File: config.mk
export PLATFORM = sky130hd
export DESIGN_NAME = serial_frame_receiver
export DESIGN_NICKNAME = d
export VERILOG_FILES = /design/src/sv/sfr_pkg.sv /design/src/sv/serial_frame_receiver.sv /design/src/sv/sfr_stage_reg.sv /design/src/sv/sfr_parser.sv
export SDC_FILE = /design/constraint.sdc
export NUM_CORES = 1
export LEC_CHECK = 0
export BUFFER_PORTS_ARGS = -buffer_cell sky130_fd_sc_hd__buf_2
export CORE_MARGIN = 1.5
export CORE_UTILIZATION = 59
export DETAILED_ROUTE_END_ITERATION = 16
export MAX_ROUTING_LAYER = met4
export PLACE_DENSITY = 0.83
export SETUP_SLACK_MARGIN = 0.15
export SYNTH_ARGS = -nofsm -noshare
export SYNTH_HDL_FRONTEND = slang
export SYNTH_HIERARCHICAL = 1
export SYNTH_SLANG_ARGS = --single-unit
export TNS_END_PERCENT = 100
File: constraint.sdc
create_clock -name clk -period 3.7 [get_ports clk]
set_input_delay 0.74 -clock clk [delete_from_list [all_inputs] [get_ports clk]]
set_output_delay 0.74 -clock clk [all_outputs]
set_load 0.03 [all_outputs]
File: src/sv/sfr_pkg.sv
// Shared constants, phase codes and result type for the serial frame receiver.
package sfr_pkg;

    localparam int MAX_FRAME_DEF  = 256;
    localparam int FRAME_OVERHEAD = 8;
    localparam int SUM_W          = 16;

    localparam logic [7:0] HDR1_BYTE  = 8'hFA;
    localparam logic [7:0] END_BYTE   = 8'hFC;
    localparam logic [7:0] ID_CLIENT  = 8'h5B;
    localparam logic [7:0] ID_SERVER  = 8'h5A;

    localparam logic [3:0] PH_HEAD1 = 4'd0;
    localparam logic [3:0] PH_HEAD2 = 4'd1;
    localparam logic [3:0] PH_LEN1  = 4'd2;
    localparam logic [3:0] PH_LEN2  = 4'd3;
    localparam logic [3:0] PH_CMD   = 4'd4;
    localparam logic [3:0] PH_DATA  = 4'd5;
    localparam logic [3:0] PH_CS1   = 4'd6;
    localparam logic [3:0] PH_CS2   = 4'd7;
    localparam logic [3:0] PH_END   = 4'd8;

    localparam logic [1:0] KIND_PAYLOAD = 2'd0;
    localparam logic [1:0] KIND_GOOD    = 2'd1;
    localparam logic [1:0] KIND_CSUM    = 2'd2;
    localparam logic [1:0] KIND_BAD_END = 2'd3;

    typedef struct packed {
        logic [1:0] kind;
        logic [7:0] payload_byte;
        logic [7:0] payload_index;
        logic [7:0] frame_cmd;
        logic [7:0] frame_len;
    } result_t;

endpackage

File: src/sv/serial_frame_receiver.sv
// Serial frame receiver: byte-stream deframer with a 16-bit additive checksum.
// One received byte is taken per cycle while the output side keeps up; each byte
// passes an input register, the frame-state logic and a result register, so a
// result is registered before it is presented. Payload bytes come out as they
// arrive, and the end-byte position gives one status item (good, checksum error
// or bad end byte). Only bytes that produce a result can be held back by a
// stalled output. The expected second header byte is written through
// rx_header_id_we and resets to 0x5B. Lengths above MAX_FRAME - 8 drop the
// frame silently.
module serial_frame_receiver #(
    parameter int MAX_FRAME = sfr_pkg::MAX_FRAME_DEF
) (
    input  logic       clk,
    input  logic       rst_n,
    input  logic       rx_header_id_we,
    input  logic [7:0] rx_header_id,
    input  logic       in_valid,
    output logic       in_stall,
    input  logic [7:0] rx_byte,
    output logic       out_valid,
    input  logic       out_stall,
    output logic [1:0] kind,
    output logic [7:0] payload_byte,
    output logic [7:0] payload_index,
    output logic [7:0] frame_cmd,
    output logic [7:0] frame_len
);

    logic             byte_valid;
    logic             byte_stall;
    logic [7:0]       byte_data;
    logic             res_valid;
    logic             res_stall;
    sfr_pkg::result_t res;
    sfr_pkg::result_t res_out;

    sfr_stage_reg #(
        .W (8)
    ) u_in_reg (
        .clk      (clk),
        .rst_n    (rst_n),
        .up_valid (in_valid),
        .up_stall (in_stall),
        .up_data  (rx_byte),
        .dn_valid (byte_valid),
        .dn_stall (byte_stall),
        .dn_data  (byte_data)
    );

    sfr_parser #(
        .MAX_FRAME (MAX_FRAME)
    ) u_parser (
        .clk        (clk),
        .rst_n      (rst_n),
        .id_we      (rx_header_id_we),
        .id_data    (rx_header_id),
        .byte_valid (byte_valid),
        .byte_stall (byte_stall),
        .byte_data  (byte_data),
        .res_valid  (res_valid),
        .res_stall  (res_stall),
        .res        (res)
    );

    sfr_stage_reg #(
        .W ($bits(sfr_pkg::result_t))
    ) u_out_reg (
        .clk      (clk),
        .rst_n    (rst_n),
        .up_valid (res_valid),
        .up_stall (res_stall),
        .up_data  (res),
        .dn_valid (out_valid),
        .dn_stall (out_stall),
        .dn_data  (res_out)
    );

    assign kind          = res_out.kind;
    assign payload_byte  = res_out.payload_byte;
    assign payload_index = res_out.payload_index;
    assign frame_cmd     = res_out.frame_cmd;
    assign frame_len     = res_out.frame_len;

endmodule

File: src/sv/sfr_stage_reg.sv
// Valid/stall pipeline register holding one item.
module sfr_stage_reg #(
    parameter int W = 8
) (
    input  logic         clk,
    input  logic         rst_n,
    input  logic         up_valid,
    output logic         up_stall,
    input  logic [W-1:0] up_data,
    output logic         dn_valid,
    input  logic         dn_stall,
    output logic [W-1:0] dn_data
);

    logic         valid_reg;
    logic         valid_next;
    logic [W-1:0] data_reg;
    logic         load;

    // a held item blocks the upstream only while the downstream stalls it
    assign up_stall   = valid_reg && dn_stall;
    assign load       = up_valid && !up_stall;
    assign valid_next = load || (valid_reg && dn_stall);

    always_ff @(posedge clk or negedge rst_n)
    begin
        if (!rst_n)
        begin
            valid_reg <= 1'b0;
        end
        else
        begin
            valid_reg <= valid_next;
        end
    end

    always_ff @(posedge clk)
    begin
        if (load)
        begin
            data_reg <= up_data;
        end
    end

    assign dn_valid = valid_reg;
    assign dn_data  = data_reg;

endmodule

File: src/sv/sfr_parser.sv
// Frame state machine: one byte per cycle unless a stalled result holds it, at most one result per byte.
module sfr_parser #(
    parameter int MAX_FRAME = sfr_pkg::MAX_FRAME_DEF
) (
    input  logic                   clk,
    input  logic                   rst_n,
    input  logic                   id_we,
    input  logic [7:0]             id_data,
    input  logic                   byte_valid,
    output logic                   byte_stall,
    input  logic [7:0]             byte_data,
    output logic                   res_valid,
    input  logic                   res_stall,
    output sfr_pkg::result_t       res
);

    localparam int LEN_MAX = MAX_FRAME - sfr_pkg::FRAME_OVERHEAD;
    localparam int LEN_W   = $clog2(LEN_MAX + 1);

    logic [7:0]                 header_id_reg;
    logic [3:0]                 phase_reg, phase_next;
    logic [7:0]                 length_low_reg, length_low_next;
    logic [LEN_W-1:0]           payload_length_reg, payload_length_next;
    logic [7:0]                 command_reg, command_next;
    logic [LEN_W-1:0]           byte_count_reg, byte_count_next;
    logic [sfr_pkg::SUM_W-1:0]  sum_reg, sum_next;
    logic [7:0]                 cs_low_reg, cs_low_next;
    logic [sfr_pkg::SUM_W-1:0]  cs_rx_reg, cs_rx_next;

    logic                       produces;
    logic                       step;
    logic [15:0]                len_word;
    logic [15:0]                count_wide;
    logic [15:0]                length_wide;
    logic [LEN_W-1:0]           count_inc;
    logic [sfr_pkg::SUM_W-1:0]  sum_add;

    assign len_word    = {byte_data, length_low_reg};
    assign count_wide  = 16'(byte_count_reg);
    assign length_wide = 16'(payload_length_reg);
    assign count_inc   = byte_count_reg + LEN_W'(1);
    assign sum_add     = sum_reg + sfr_pkg::SUM_W'(byte_data);

    assign produces   = (phase_reg == sfr_pkg::PH_DATA) || (phase_reg == sfr_pkg::PH_END);
    assign byte_stall = produces && res_stall;
    assign step       = byte_valid && !byte_stall;
    assign res_valid  = byte_valid && produces;

    always_comb
    begin
        res.kind          = sfr_pkg::KIND_PAYLOAD;
        res.payload_byte  = 8'd0;
        res.payload_index = 8'd0;
        res.frame_cmd     = command_reg;
        res.frame_len     = length_wide[7:0];
        if (phase_reg == sfr_pkg::PH_DATA)
        begin
            res.payload_byte  = byte_data;
            res.payload_index = count_wide[7:0];
        end
        else if (byte_data != sfr_pkg::END_BYTE)
        begin
            res.kind = sfr_pkg::KIND_BAD_END;
        end
        else if (cs_rx_reg == sum_reg)
        begin
            res.kind = sfr_pkg::KIND_GOOD;
        end
        else
        begin
            res.kind = sfr_pkg::KIND_CSUM;
        end
    end

    always_comb
    begin
        phase_next          = phase_reg;
        length_low_next     = length_low_reg;
        payload_length_next = payload_length_reg;
        command_next        = command_reg;
        byte_count_next     = byte_count_reg;
        sum_next            = sum_reg;
        cs_low_next         = cs_low_reg;
        cs_rx_next          = cs_rx_reg;
        case (phase_reg)
            sfr_pkg::PH_HEAD1:
            begin
                if (byte_data == sfr_pkg::HDR1_BYTE)
                begin
                    phase_next = sfr_pkg::PH_HEAD2;
                    sum_next   = sfr_pkg::SUM_W'(sfr_pkg::HDR1_BYTE);
                end
            end
            sfr_pkg::PH_HEAD2:
            begin
                if (byte_data == header_id_reg)
                begin
                    sum_next   = sum_add;
                    phase_next = sfr_pkg::PH_LEN1;
                end
                else if (byte_data != sfr_pkg::HDR1_BYTE)
                begin
                    phase_next = sfr_pkg::PH_HEAD1;
                end
            end
            sfr_pkg::PH_LEN1:
            begin
                length_low_next = byte_data;
                sum_next        = sum_add;
                phase_next      = sfr_pkg::PH_LEN2;
            end
            sfr_pkg::PH_LEN2:
            begin
                sum_next = sum_add;
                // oversized frames are dropped without a report
                if (len_word > 16'(LEN_MAX))
                begin
                    phase_next = sfr_pkg::PH_HEAD1;
                end
                else
                begin
                    payload_length_next = len_word[LEN_W-1:0];
                    phase_next          = sfr_pkg::PH_CMD;
                end
            end
            sfr_pkg::PH_CMD:
            begin
                command_next    = byte_data;
                sum_next        = sum_add;
                byte_count_next = '0;
                phase_next      = (payload_length_reg != '0) ? sfr_pkg::PH_DATA
                                                             : sfr_pkg::PH_CS1;
            end
            sfr_pkg::PH_DATA:
            begin
                sum_next        = sum_add;
                byte_count_next = count_inc;
                if (count_inc >= payload_length_reg)
                begin
                    phase_next = sfr_pkg::PH_CS1;
                end
            end
            sfr_pkg::PH_CS1:
            begin
                cs_low_next = byte_data;
                phase_next  = sfr_pkg::PH_CS2;
            end
            sfr_pkg::PH_CS2:
            begin
                cs_rx_next = {byte_data, cs_low_reg};
                phase_next = sfr_pkg::PH_END;
            end
            sfr_pkg::PH_END:
            begin
                // a stray header byte here starts the next frame
                if (byte_data != sfr_pkg::END_BYTE && byte_data == sfr_pkg::HDR1_BYTE)
                begin
                    phase_next = sfr_pkg::PH_HEAD2;
                    sum_next   = sfr_pkg::SUM_W'(sfr_pkg::HDR1_BYTE);
                end
                else
                begin
                    phase_next = sfr_pkg::PH_HEAD1;
                end
            end
            default:
            begin
                phase_next = sfr_pkg::PH_HEAD1;
            end
        endcase
    end

    always_ff @(posedge clk or negedge rst_n)
    begin
        if (!rst_n)
        begin
            header_id_reg      <= sfr_pkg::ID_CLIENT;
            phase_reg          <= sfr_pkg::PH_HEAD1;
            length_low_reg     <= '0;
            payload_length_reg <= '0;
            command_reg        <= '0;
            byte_count_reg     <= '0;
            sum_reg            <= '0;
            cs_low_reg         <= '0;
            cs_rx_reg          <= '0;
        end
        else
        begin
            if (id_we)
            begin
                header_id_reg <= id_data;
            end
            if (step)
            begin
                phase_reg          <= phase_next;
                length_low_reg     <= length_low_next;
                payload_length_reg <= payload_length_next;
                command_reg        <= command_next;
                byte_count_reg     <= byte_count_next;
                sum_reg            <= sum_next;
                cs_low_reg         <= cs_low_next;
                cs_rx_reg          <= cs_rx_next;
            end
        end
    end

endmodule

==> impl_metrics.ini, run 1 <==
[grt]
grt_pass1_vias = 4352
grt_max_degree = 87
grt_pass1_wl_mm = 21.8
grt.total_usage_pct = 26.5
grt_overflow = 0
antenna_found_initial = 0

[routing]
num_vias = 4153
drc = 0
avgViaCountPerCell = 6.03
drt_wl_total_mm = 13.0
avgRoutedWirePerCell_um = 18.9
dr.pass1.iters = 5
ant_nets = 0
drtIter0Drc = 211

[power]
power_uw = 4220
p_leak_uw = 0.00329
powerDensity_mw_per_mm2 = 601
vdd_drop_max_mv = 0.377

[sta]
slew_viol_final = 0
worst_slew_pin_slew_ns = 1.10
min_period_ns = 2.96
fin_crit_sh_pct = 80.0
hold_viol_final = 0
clock-skew-final_ns = 0.0115
final-setup-viol-count = 0
finalSetupTns_ns = 0
slew_headroom_pct = 26.8
rsz0062_at_grt = no
fin_ws_ns = 0.740
fmax_mhz = 338

[setup_path]
end_kind = flop
worst-path-max-fanout = 10
reg2reg_to = u_parser/payload_length_reg[4]
startpoint = u_in_reg/dn_data[3]
critPathKind = flop to flop
startpoint_type = flop
r2r_cells = 6
critPathRequiredTime_ns = 4.08
r2r-start = u_in_reg/dn_data[3]
setup.worst_path.end = u_parser/payload_length_reg[4]
reg2reg_setup_slack_ns = 0.74
worstPathArrival_ns = 3.35

[final_layout]
antenna_cells = 0
area_growth_syn_to_layout_pct = 16.2
final_cell_mix = dfrtp_1, buf_2, mux2_2
utilization_pct = 71.3
fin_nets = 582
layout_commonest_cell = dfrtp_1
stdcell_area_sq_mm = 0.00703
largest_reg_flops = 34
drive_gt1_share_pct = 29.7

[logic_synthesis]
synth_top_area_cell = dfrtp_1
syn_nets = 520
synth.distinct_cells = 54
synth_area_leaders = dfrtp_1, edfxtp_1, mux2_2
yosysWarnings = 6
synth_top_cell_area_share_pct = 33.5
ys_seq_area_share_pct = 56.5
synth_cells = 481
ys_seq_elements = 128
synth-edff-count = 42
synth_top_flop_cell = dfrtp_1
async_flop_share_pct = 67.2
syn_area_sq_mm = 0.00605
avgSynthCellArea_sq_um = 12.6

[clock_tree]
cts_max_level = 4
worstSkewPairLatency_ns = 0.51
hold_buffers = 0
numCtsBuffers = 17
cts_setup_buffers = 0
ctsLongestPathBuffers = 2
cts_sinks = 128
clkTransAtPathRegs_ns = 0.06
cts.repair.resized = 0
root_buffer = clkbuf_8
tritoncts = done

[placement]
io_buffers = 56
placed_cell_area_sq_mm = 0.00646
dp_hpwl_mm = 8.69
pre_cts_slack_ns = 0.754
gp_congestion = 0.921

[hold_path]
whs_path_depth = 1
hold_class = input pin to flop

[job]
cap_violations = 0

[floorplanning]
die_h_um = 104
die_w_um = 104
core_sq_mm = 0.00986
dieArea_sq_mm = 0.0109
ios = 57
row_count = 36
start_util_pct = 61.4

[run_status]
status = completed
## critical path, cell delays in order, from the launching register on
cell      delay, ns
edfxtp_1       0.60
xor2_1         0.28
nor4_4         0.32
a21oi_2        0.14
a211o_1        0.30
or4_1          0.80
mux2_4         0.39
## kinds of logic after synthesis
kind of cell	after synthesis	share of synthesized area, %
AO/OA/AOI/OAI	82	9.22
XOR/XNOR	34	4.92
adder cells (fa/ha/maj)	18	3.84
buffers and inverters	35	2.56
flip-flops	128	56.5
multiplexers	58	11.3
AND/OR/NAND/NOR	126	11.7
## per-stage QoR
step | instances | hold WS (ns)
after detailed placement | 657 | 0.428
final | 689 | 0.403
after global placement | 657 | 0.428
after global routing | 689 | 0.383
after CTS | 689 | 0.383
after floorplan | 481 | 0.419
## worst min-delay path by stage
stage,end,start
6_report,u_in_reg/dn_data[2],rx_byte[2]
5_1_grt,u_in_reg/dn_data[2],rx_byte[2]
4_1_cts,u_in_reg/dn_data[2],rx_byte[2]
3_5_place_dp,u_out_reg/dn_data[10],u_parser/command_reg[2]
3_3_place_gp,u_out_reg/dn_data[15],u_parser/command_reg[7]
2_1_floorplan,u_out_reg/dn_data[10],u_parser/command_reg[2]
## final cells by class
class	instances	area (sq um)
Inverter	15	56.3
Clock buffer	19	432
Sequential cell	128	3420
Tap cell	133	166
Multi-Input combinational cell	318	2490
Fill cell	632	2830
Timing Repair Buffer	63	335
Clock inverter	13	136
## cell usage after synthesis (4+ instances only)
master and count:
nor3_1 8, nor4_1 4, nand2_1 22, nor2_1 18, mux2_4 8, inv_1 15
or4_1 5, ha_1 17, a21oi_1 13, mux2_2 50, nand4_1 4, dfstp_2 5
edfxtp_1 42, a211oi_1 4, xnor2_1 6, a31oi_1 8, a21o_1 5, clkbuf_1 16
dfrtp_1 81, or2_2 4, xor2_1 28, and2_1 17, nor2b_1 7, a22o_1 6
nand3_1 17, and3_1 6, o21ai_0 20
## power breakdown
group / internal, uW / switching, uW
Combinational: 367 / 498
Sequential: 1600 / 178
Clock: 975 / 600
## metal layers
layer,track usage [%],up-vias,share of wire [%]
met1,32.2,2101,42
met2,44.7,149,52
met5,-,-,0
met3,4.70,19,4.3
met4,9.13,0,1.7
li1,-,1884,-
No activity file was read; power rests on OpenSTA's default activity.
==> run 2, diff against run 1 <==
--- a/config.mk
+++ b/config.mk
@@ -7,10 +7,10 @@
 export LEC_CHECK = 0
 export BUFFER_PORTS_ARGS = -buffer_cell sky130_fd_sc_hd__buf_2
 export CORE_MARGIN = 1.5
-export CORE_UTILIZATION = 59
+export CORE_UTILIZATION = 53
 export DETAILED_ROUTE_END_ITERATION = 16
 export MAX_ROUTING_LAYER = met4
-export PLACE_DENSITY = 0.83
+export PLACE_DENSITY = 0.79
 export SETUP_SLACK_MARGIN = 0.15
 export SYNTH_ARGS = -nofsm -noshare
 export SYNTH_HDL_FRONTEND = slang
==> constraint.sdc (replaced) <==
create_clock -name clk -period 2.6 [get_ports clk]
set_input_delay 0.52 -clock clk [delete_from_list [all_inputs] [get_ports clk]]
set_output_delay 0.52 -clock clk [all_outputs]
set_load 0.03 [all_outputs]
==> run 2 against run 1 <==
  * Register-to-register slack got worse by 0.64 ns
  * Fmax rose by 18%
  * Sequential share of layout area fell by 3.8 points
  * Via count rose by 6.2%
==> impl_metrics.ini, run 2 (synthesis results as in run 1) <==
[run_status]
status = completed

[final_layout]
final_cell_mix = dfrtp_1, buf_2, mux2_2
drive_gt1_share_pct = 39.6
area_growth_syn_to_layout_pct = 26.0
utilization_pct = 69.4
layout.cells.non_filler = 725
layout_commonest_cell = dfrtp_1
largest_reg_flops = 34
fin_nets = 610
stdcell_area_sq_mm = 0.00763

[routing]
avgRoutedWirePerCell_um = 21.8
drc = 0
drt_wl_total_mm = 15.8
num_vias = 4411
avgViaCountPerCell = 6.08
dr.pass1.iters = 5
drtIter0Drc = 389
ant_nets = 0

[clock_tree]
cts_sinks = 128
ctsLongestPathBuffers = 2
root_buffer = clkbuf_16
tritoncts = done
hold_buffers = 0
worstSkewPairLatency_ns = 0.43
cts_max_level = 4
numCtsBuffers = 17
clkTransAtPathRegs_ns = 0.06

[grt]
use_met3_pct = 5.39
grt_overflow = 0
antenna_found_initial = 1
grt_max_degree = 51
grt.total_usage_pct = 27.6
gr-usage-met1_pct = 31.5
grt_most_used_layer = met2
grt_use_met2_pct = 45.8
grt_pass1_wl_mm = 23.4
grt_pass1_vias = 4431

[power]
vdd_drop_max_mv = 0.683
p_int_uw = 4740
p_leak_uw = 0.00353
power.share.switching_pct = 29.6
power.switching_uw = 2000
p_seq_share_pct = 37.3
p_clk_share_pct = 39.6
p_comb_share_pct = 23.1
powerDensity_mw_per_mm2 = 883

[placement]
io_buffers = 56
dp_hpwl_mm = 9.27
dp_cells = 683
placed_cell_area_sq_mm = 0.00664
gp_congestion = 0.880

[sta]
worst_slew_pin_slew_ns = 0.484
min_period_ns = 2.50
clock-skew-final_ns = 0.0178
slew_viol_final = 0
hold_viol_final = 0
rsz0062_at_grt = yes
finalSetupTns_ns = 0
fmax_mhz = 400
final-setup-viol-count = 0
slew_headroom_pct = 67.4
fin_crit_sh_pct = 96.2

[setup_path]
worstPathArrival_ns = 2.79
startpoint_type = flop
critPathRequiredTime_ns = 2.89
end_kind = flop
critPathKind = flop to flop
worst-path-max-fanout = 3

[floorplanning]
die_h_um = 110
ios = 57
start_util_pct = 55.1
core_sq_mm = 0.0110
die_w_um = 110
row_count = 38
dieArea_sq_mm = 0.0121

[hold_path]
hold_class = input pin to asynchronous set/reset pin

[job]
cap_violations = 0
==> run 2: layer usage <==
layer | vias up | part of all wire [%]
li1 | 1939 | -
met1 | 2175 | 39
met2 | 231 | 51
met3 | 66 | 6.0
met4 | 0 | 4.3
met5 | - | 0
==> run 2: area by class of cell <==
type / count / area, sq um
Fill cell: 707 / 3360
Clock buffer: 19 / 453
Inverter: 15 / 56.3
Antenna cell: 1 / 2.50
Timing Repair Buffer: 91 / 586
Clock inverter: 13 / 209
Multi-Input combinational cell: 318 / 2720
Tap cell: 140 / 175
Sequential cell: 128 / 3420
==> run 2: repair_timing <==
action                                  in CTS  in global routing
pin swaps                                    6                 20
endpoints found under the setup margin       8                 19
setup buffers                                3                  5
gates resized for setup                     22                 34
gates cloned                                 0                  1
==> run 2: metrics by stage <==
stage / worst slack [ns] / total power, uW / hold slack [ns]
after floorplan: 0.179 / 3390 / 0.224
after global placement: 0.112 / 3730 / 0.429
after detailed placement: 0.0643 / 3790 / 0.429
after CTS: 0.149 / 6530 / 0.0702
after global routing: 0.0514 / 6990 / 0.0945
final: 0.0994 / 6740 / 0.0536
==> run 2: final timing paths <==
check                                           start  cells past startpoint  slack (ns)                   endpoint
max                        u_parser/byte_count_reg[1]                     10         0.1      u_parser/phase_reg[1]
min                                             rst_n                      1        0.05    u_parser/command_reg[4]
max reg2reg                u_parser/byte_count_reg[1]                     10         0.1      u_parser/phase_reg[1]
min reg2reg                   u_parser/command_reg[7]                      0        0.45      u_out_reg/dn_data[15]
max in group asynchronous                       rst_n                      2        1.85  u_parser/header_id_reg[4]
min in group clk                           rx_byte[7]                      1        0.28        u_in_reg/dn_data[7]
==> run 2: power by group through the flow <==
stage / sequential (uW) / clock, uW / combinational (uW)
2_1_floorplan: 2450 / 0 / 944
3_3_place_gp: 2500 / 0 / 1240
3_5_place_dp: 2510 / 0 / 1290
4_1_cts: 2480 / 2700 / 1350
5_1_grt: 2520 / 2790 / 1670
6_report: 2510 / 2670 / 1560
==> run 2: worst max-delay path, cell delays in order (launching register included) <==
cell       delay (ns)
dfrtp_1          0.40
buf_6            0.12
and3_4           0.19
and3_4           0.20
nand3_2          0.10
xnor2_2          0.21
ha_2             0.22
nand2b_4         0.15
a2111oi_4        0.04
or3_4            0.43
mux2_4           0.31
==> run 3, diff against run 2 <==
--- a/config.mk
+++ b/config.mk
@@ -5,12 +5,13 @@
 export SDC_FILE = /design/constraint.sdc
 export NUM_CORES = 1
 export LEC_CHECK = 0
+export ABC_AREA = 1
 export BUFFER_PORTS_ARGS = -buffer_cell sky130_fd_sc_hd__buf_2
 export CORE_MARGIN = 1.5
-export CORE_UTILIZATION = 53
+export CORE_UTILIZATION = 54
 export DETAILED_ROUTE_END_ITERATION = 16
 export MAX_ROUTING_LAYER = met4
-export PLACE_DENSITY = 0.79
+export PLACE_DENSITY = 0.8
 export SETUP_SLACK_MARGIN = 0.15
 export SYNTH_ARGS = -nofsm -noshare
 export SYNTH_HDL_FRONTEND = slang
==> run 3 against run 2 <==
  * Clock power shrank 17%
  * Final cell count grew 27%
  * Global-route usage shrank 1.5 points
  * Clock skew shrank 0.012 ns
  * Largest power group is now registers
==> impl_metrics.ini, run 3 <==
[run_status]
status = completed

[final_layout]
antenna_cells = 0
layout_commonest_cell = nand2_1
fin_nets = 806
area_growth_syn_to_layout_pct = 18.0
drive_gt1_share_pct = 17.4
largest_reg_flops = 34
final_cell_mix = nand2_1, inv_1, dfrtp_1
layout.cells.non_filler = 923
stdcell_area_sq_mm = 0.00734

[sta]
final-setup-viol-count = 0
min_period_ns = 2.42
slew_viol_final = 0
slew_headroom_pct = 61.7
fin_crit_sh_pct = 93.2
hold_viol_final = 0
fmax_mhz = 413
fin_ws_ns = 0.177
finalSetupTns_ns = 0
rsz0062_at_grt = no
clock-skew-final_ns = 0.00624
worst_slew_pin_slew_ns = 0.574

[logic_synthesis]
avgSynthCellArea_sq_um = 8.90
synth_common_cells = nand2_1, inv_1, dfrtp_1
syn_nets = 738
yosys.cell_count.top_type = nand2_1
ys_seq_elements = 128
synth-edff-count = 42
synth_top_area_cell = dfrtp_1
synth_area_leaders = dfrtp_1, edfxtp_1, nand2_1
synth_cells = 699
synth_top_flop_cell = dfrtp_1
async_flop_share_pct = 67.2
yosysWarnings = 6
syn_area_sq_mm = 0.00622
ys_seq_area_share_pct = 55.0
synth_top_cell_area_share_pct = 32.6
synth.distinct_cells = 32

[setup_path]
end_kind = flop
r2r_cells = 14
startpoint_type = flop
reg2reg_setup_slack_ns = 0.18
cp_top_family = simple AND/OR/NAND/NOR gates
critPathRequiredTime_ns = 2.96
worstPathArrival_ns = 2.78
startpoint = u_parser/byte_count_reg[0]
critPathBufInv = 4
worst-path-max-fanout = 3
max_stage_delay_ns = 0.39
cp_common_cell = nand4_1
critPathKind = flop to flop
reg2reg_to = u_parser/phase_reg[2]
slowest_stage = dfrtp_1
r2r-start = u_parser/byte_count_reg[0]
crit_chain = inv_2 > nor3_4 > nand4_1 > buf_4 > nand2_1 > inv_1 > ha_4 > nand2_1 > nor2_2 > nand4_1 > nand4_1 > buf_4 > nand4_1 > nand2_1

[routing]
dr.pass1.iters = 7
drc = 0
ant_nets = 0
num_vias = 5081
avgViaCountPerCell = 5.50
avgRoutedWirePerCell_um = 15.6
drt_wl_total_mm = 14.4
drtIter0Drc = 316

[power]
p_leak_uw = 0.00339
powerDensity_mw_per_mm2 = 785
vdd_drop_max_mv = 0.598

[placement]
io_buffers = 56
pre_cts_slack_ns = 0.0116
placed_cell_area_sq_mm = 0.00666
dp_hpwl_mm = 9.66
gp_congestion = 0.925
dp_cells = 886

[clock_tree]
cts_max_level = 4
ctsLongestPathBuffers = 2
hold_buffers = 0
cts_sinks = 128
root_buffer = clkbuf_16
numCtsBuffers = 17
clkTransAtPathRegs_ns = 0.06
worstSkewPairLatency_ns = 0.42
tritoncts = done

[job]
cap_violations = 0

[floorplanning]
die_w_um = 110
row_count = 39
core_sq_mm = 0.0113
dieArea_sq_mm = 0.0122
start_util_pct = 55.0
ios = 57
die_h_um = 110

[grt]
grt_pass1_wl_mm = 22.9
grt.total_usage_pct = 26.0
grt_overflow = 0
antenna_found_initial = 0
grt_max_degree = 54
grt_pass1_vias = 4860

[hold_path]
hold_class = input pin to asynchronous set/reset pin
[run 3: cell count changes after synthesis, moves of 13 or more]
cell / before / now
xor2_1: 28 / 9
mux2_2: 50 / 4
and2_1: 17 / 0
nor2_1: 18 / 58
nand2_1: 22 / 175
o21ai_1: 0 / 35
nand3_1: 17 / 36
nand4_1: 4 / 20
xnor2_1: 6 / 19
inv_1: 15 / 95
o21ai_0: 20 / 39
[run 3: cells by family after synthesis]
group | synth area share (%)
AOI/OAI and AO/OA | 8.49
xor gates and xnor gates | 3.94
adders and majority gates | 3.74
buffers and inverters | 7.24
DFF | 55.0
muxes | 0.724
and+or+nand+nor | 20.9
[run 3: metrics by stage]
stage	hold slack, ns	utilization [%]	power [uW]
finish	0.0492	64.9	5770
global route	0.0860	64.9	6060
CTS	0.0605	63.9	5760
detailed placement	0.436	58.8	3540
global placement	0.434	58.8	3490
floorplan	0.224	-	3230
[run 3: timing repair]
item,4_1_cts,5_1_grt
buffers inserted,1,4
setup endpoints to repair,4,16
pin swaps,1,11
resized for setup,2,17
endpoints found under the hold margin,0,0
[run 3: worst register-to-register path: cells and delay by family, from the launching register on]
family | cells | cell delay, ns
DFF | 1 | 0.39
buffers and inverters | 4 | 0.51
adders and majority gates | 1 | 0.28
and+or+nand+nor | 9 | 1.18
[run 3: worst max-delay path by stage]
stage                            end  cells past startpoint
6_report       u_parser/phase_reg[2]                     14
2_1_floorplan  u_parser/phase_reg[1]                     15
4_1_cts                     in_stall                      8
5_1_grt        u_parser/phase_reg[2]                     14
3_3_place_gp   u_parser/phase_reg[3]                     15
3_5_place_dp   u_parser/phase_reg[3]                     15
[run 3: report_power, final]
group	internal (uW)	total, uW	switching, uW
Clock	1340	2220	884
Sequential	2220	2410	191
Combinational	425	1130	710
Total	3980	5770	1780
[run 3: per-layer routing]
metal	share of wire (%)	vias to the layer above	global-route usage, %
met4	3.0	0	11.3
met3	6.9	47	6.06
met5	0	-	-
met2	50	224	41.5
li1	-	2404	-
met1	40	2406	31.9
[run 3: cell type report]
| cell class | instances | area [sq um] |
|---|---|---|
| Clock inverter | 13 | 114 |
| Sequential cell | 128 | 3420 |
| Clock buffer | 19 | 443 |
| Fill cell | 887 | 3980 |
| Tap cell | 143 | 179 |
| Multi-Input combinational cell | 457 | 2450 |
| Timing Repair Buffer | 67 | 378 |
| Inverter | 96 | 360 |
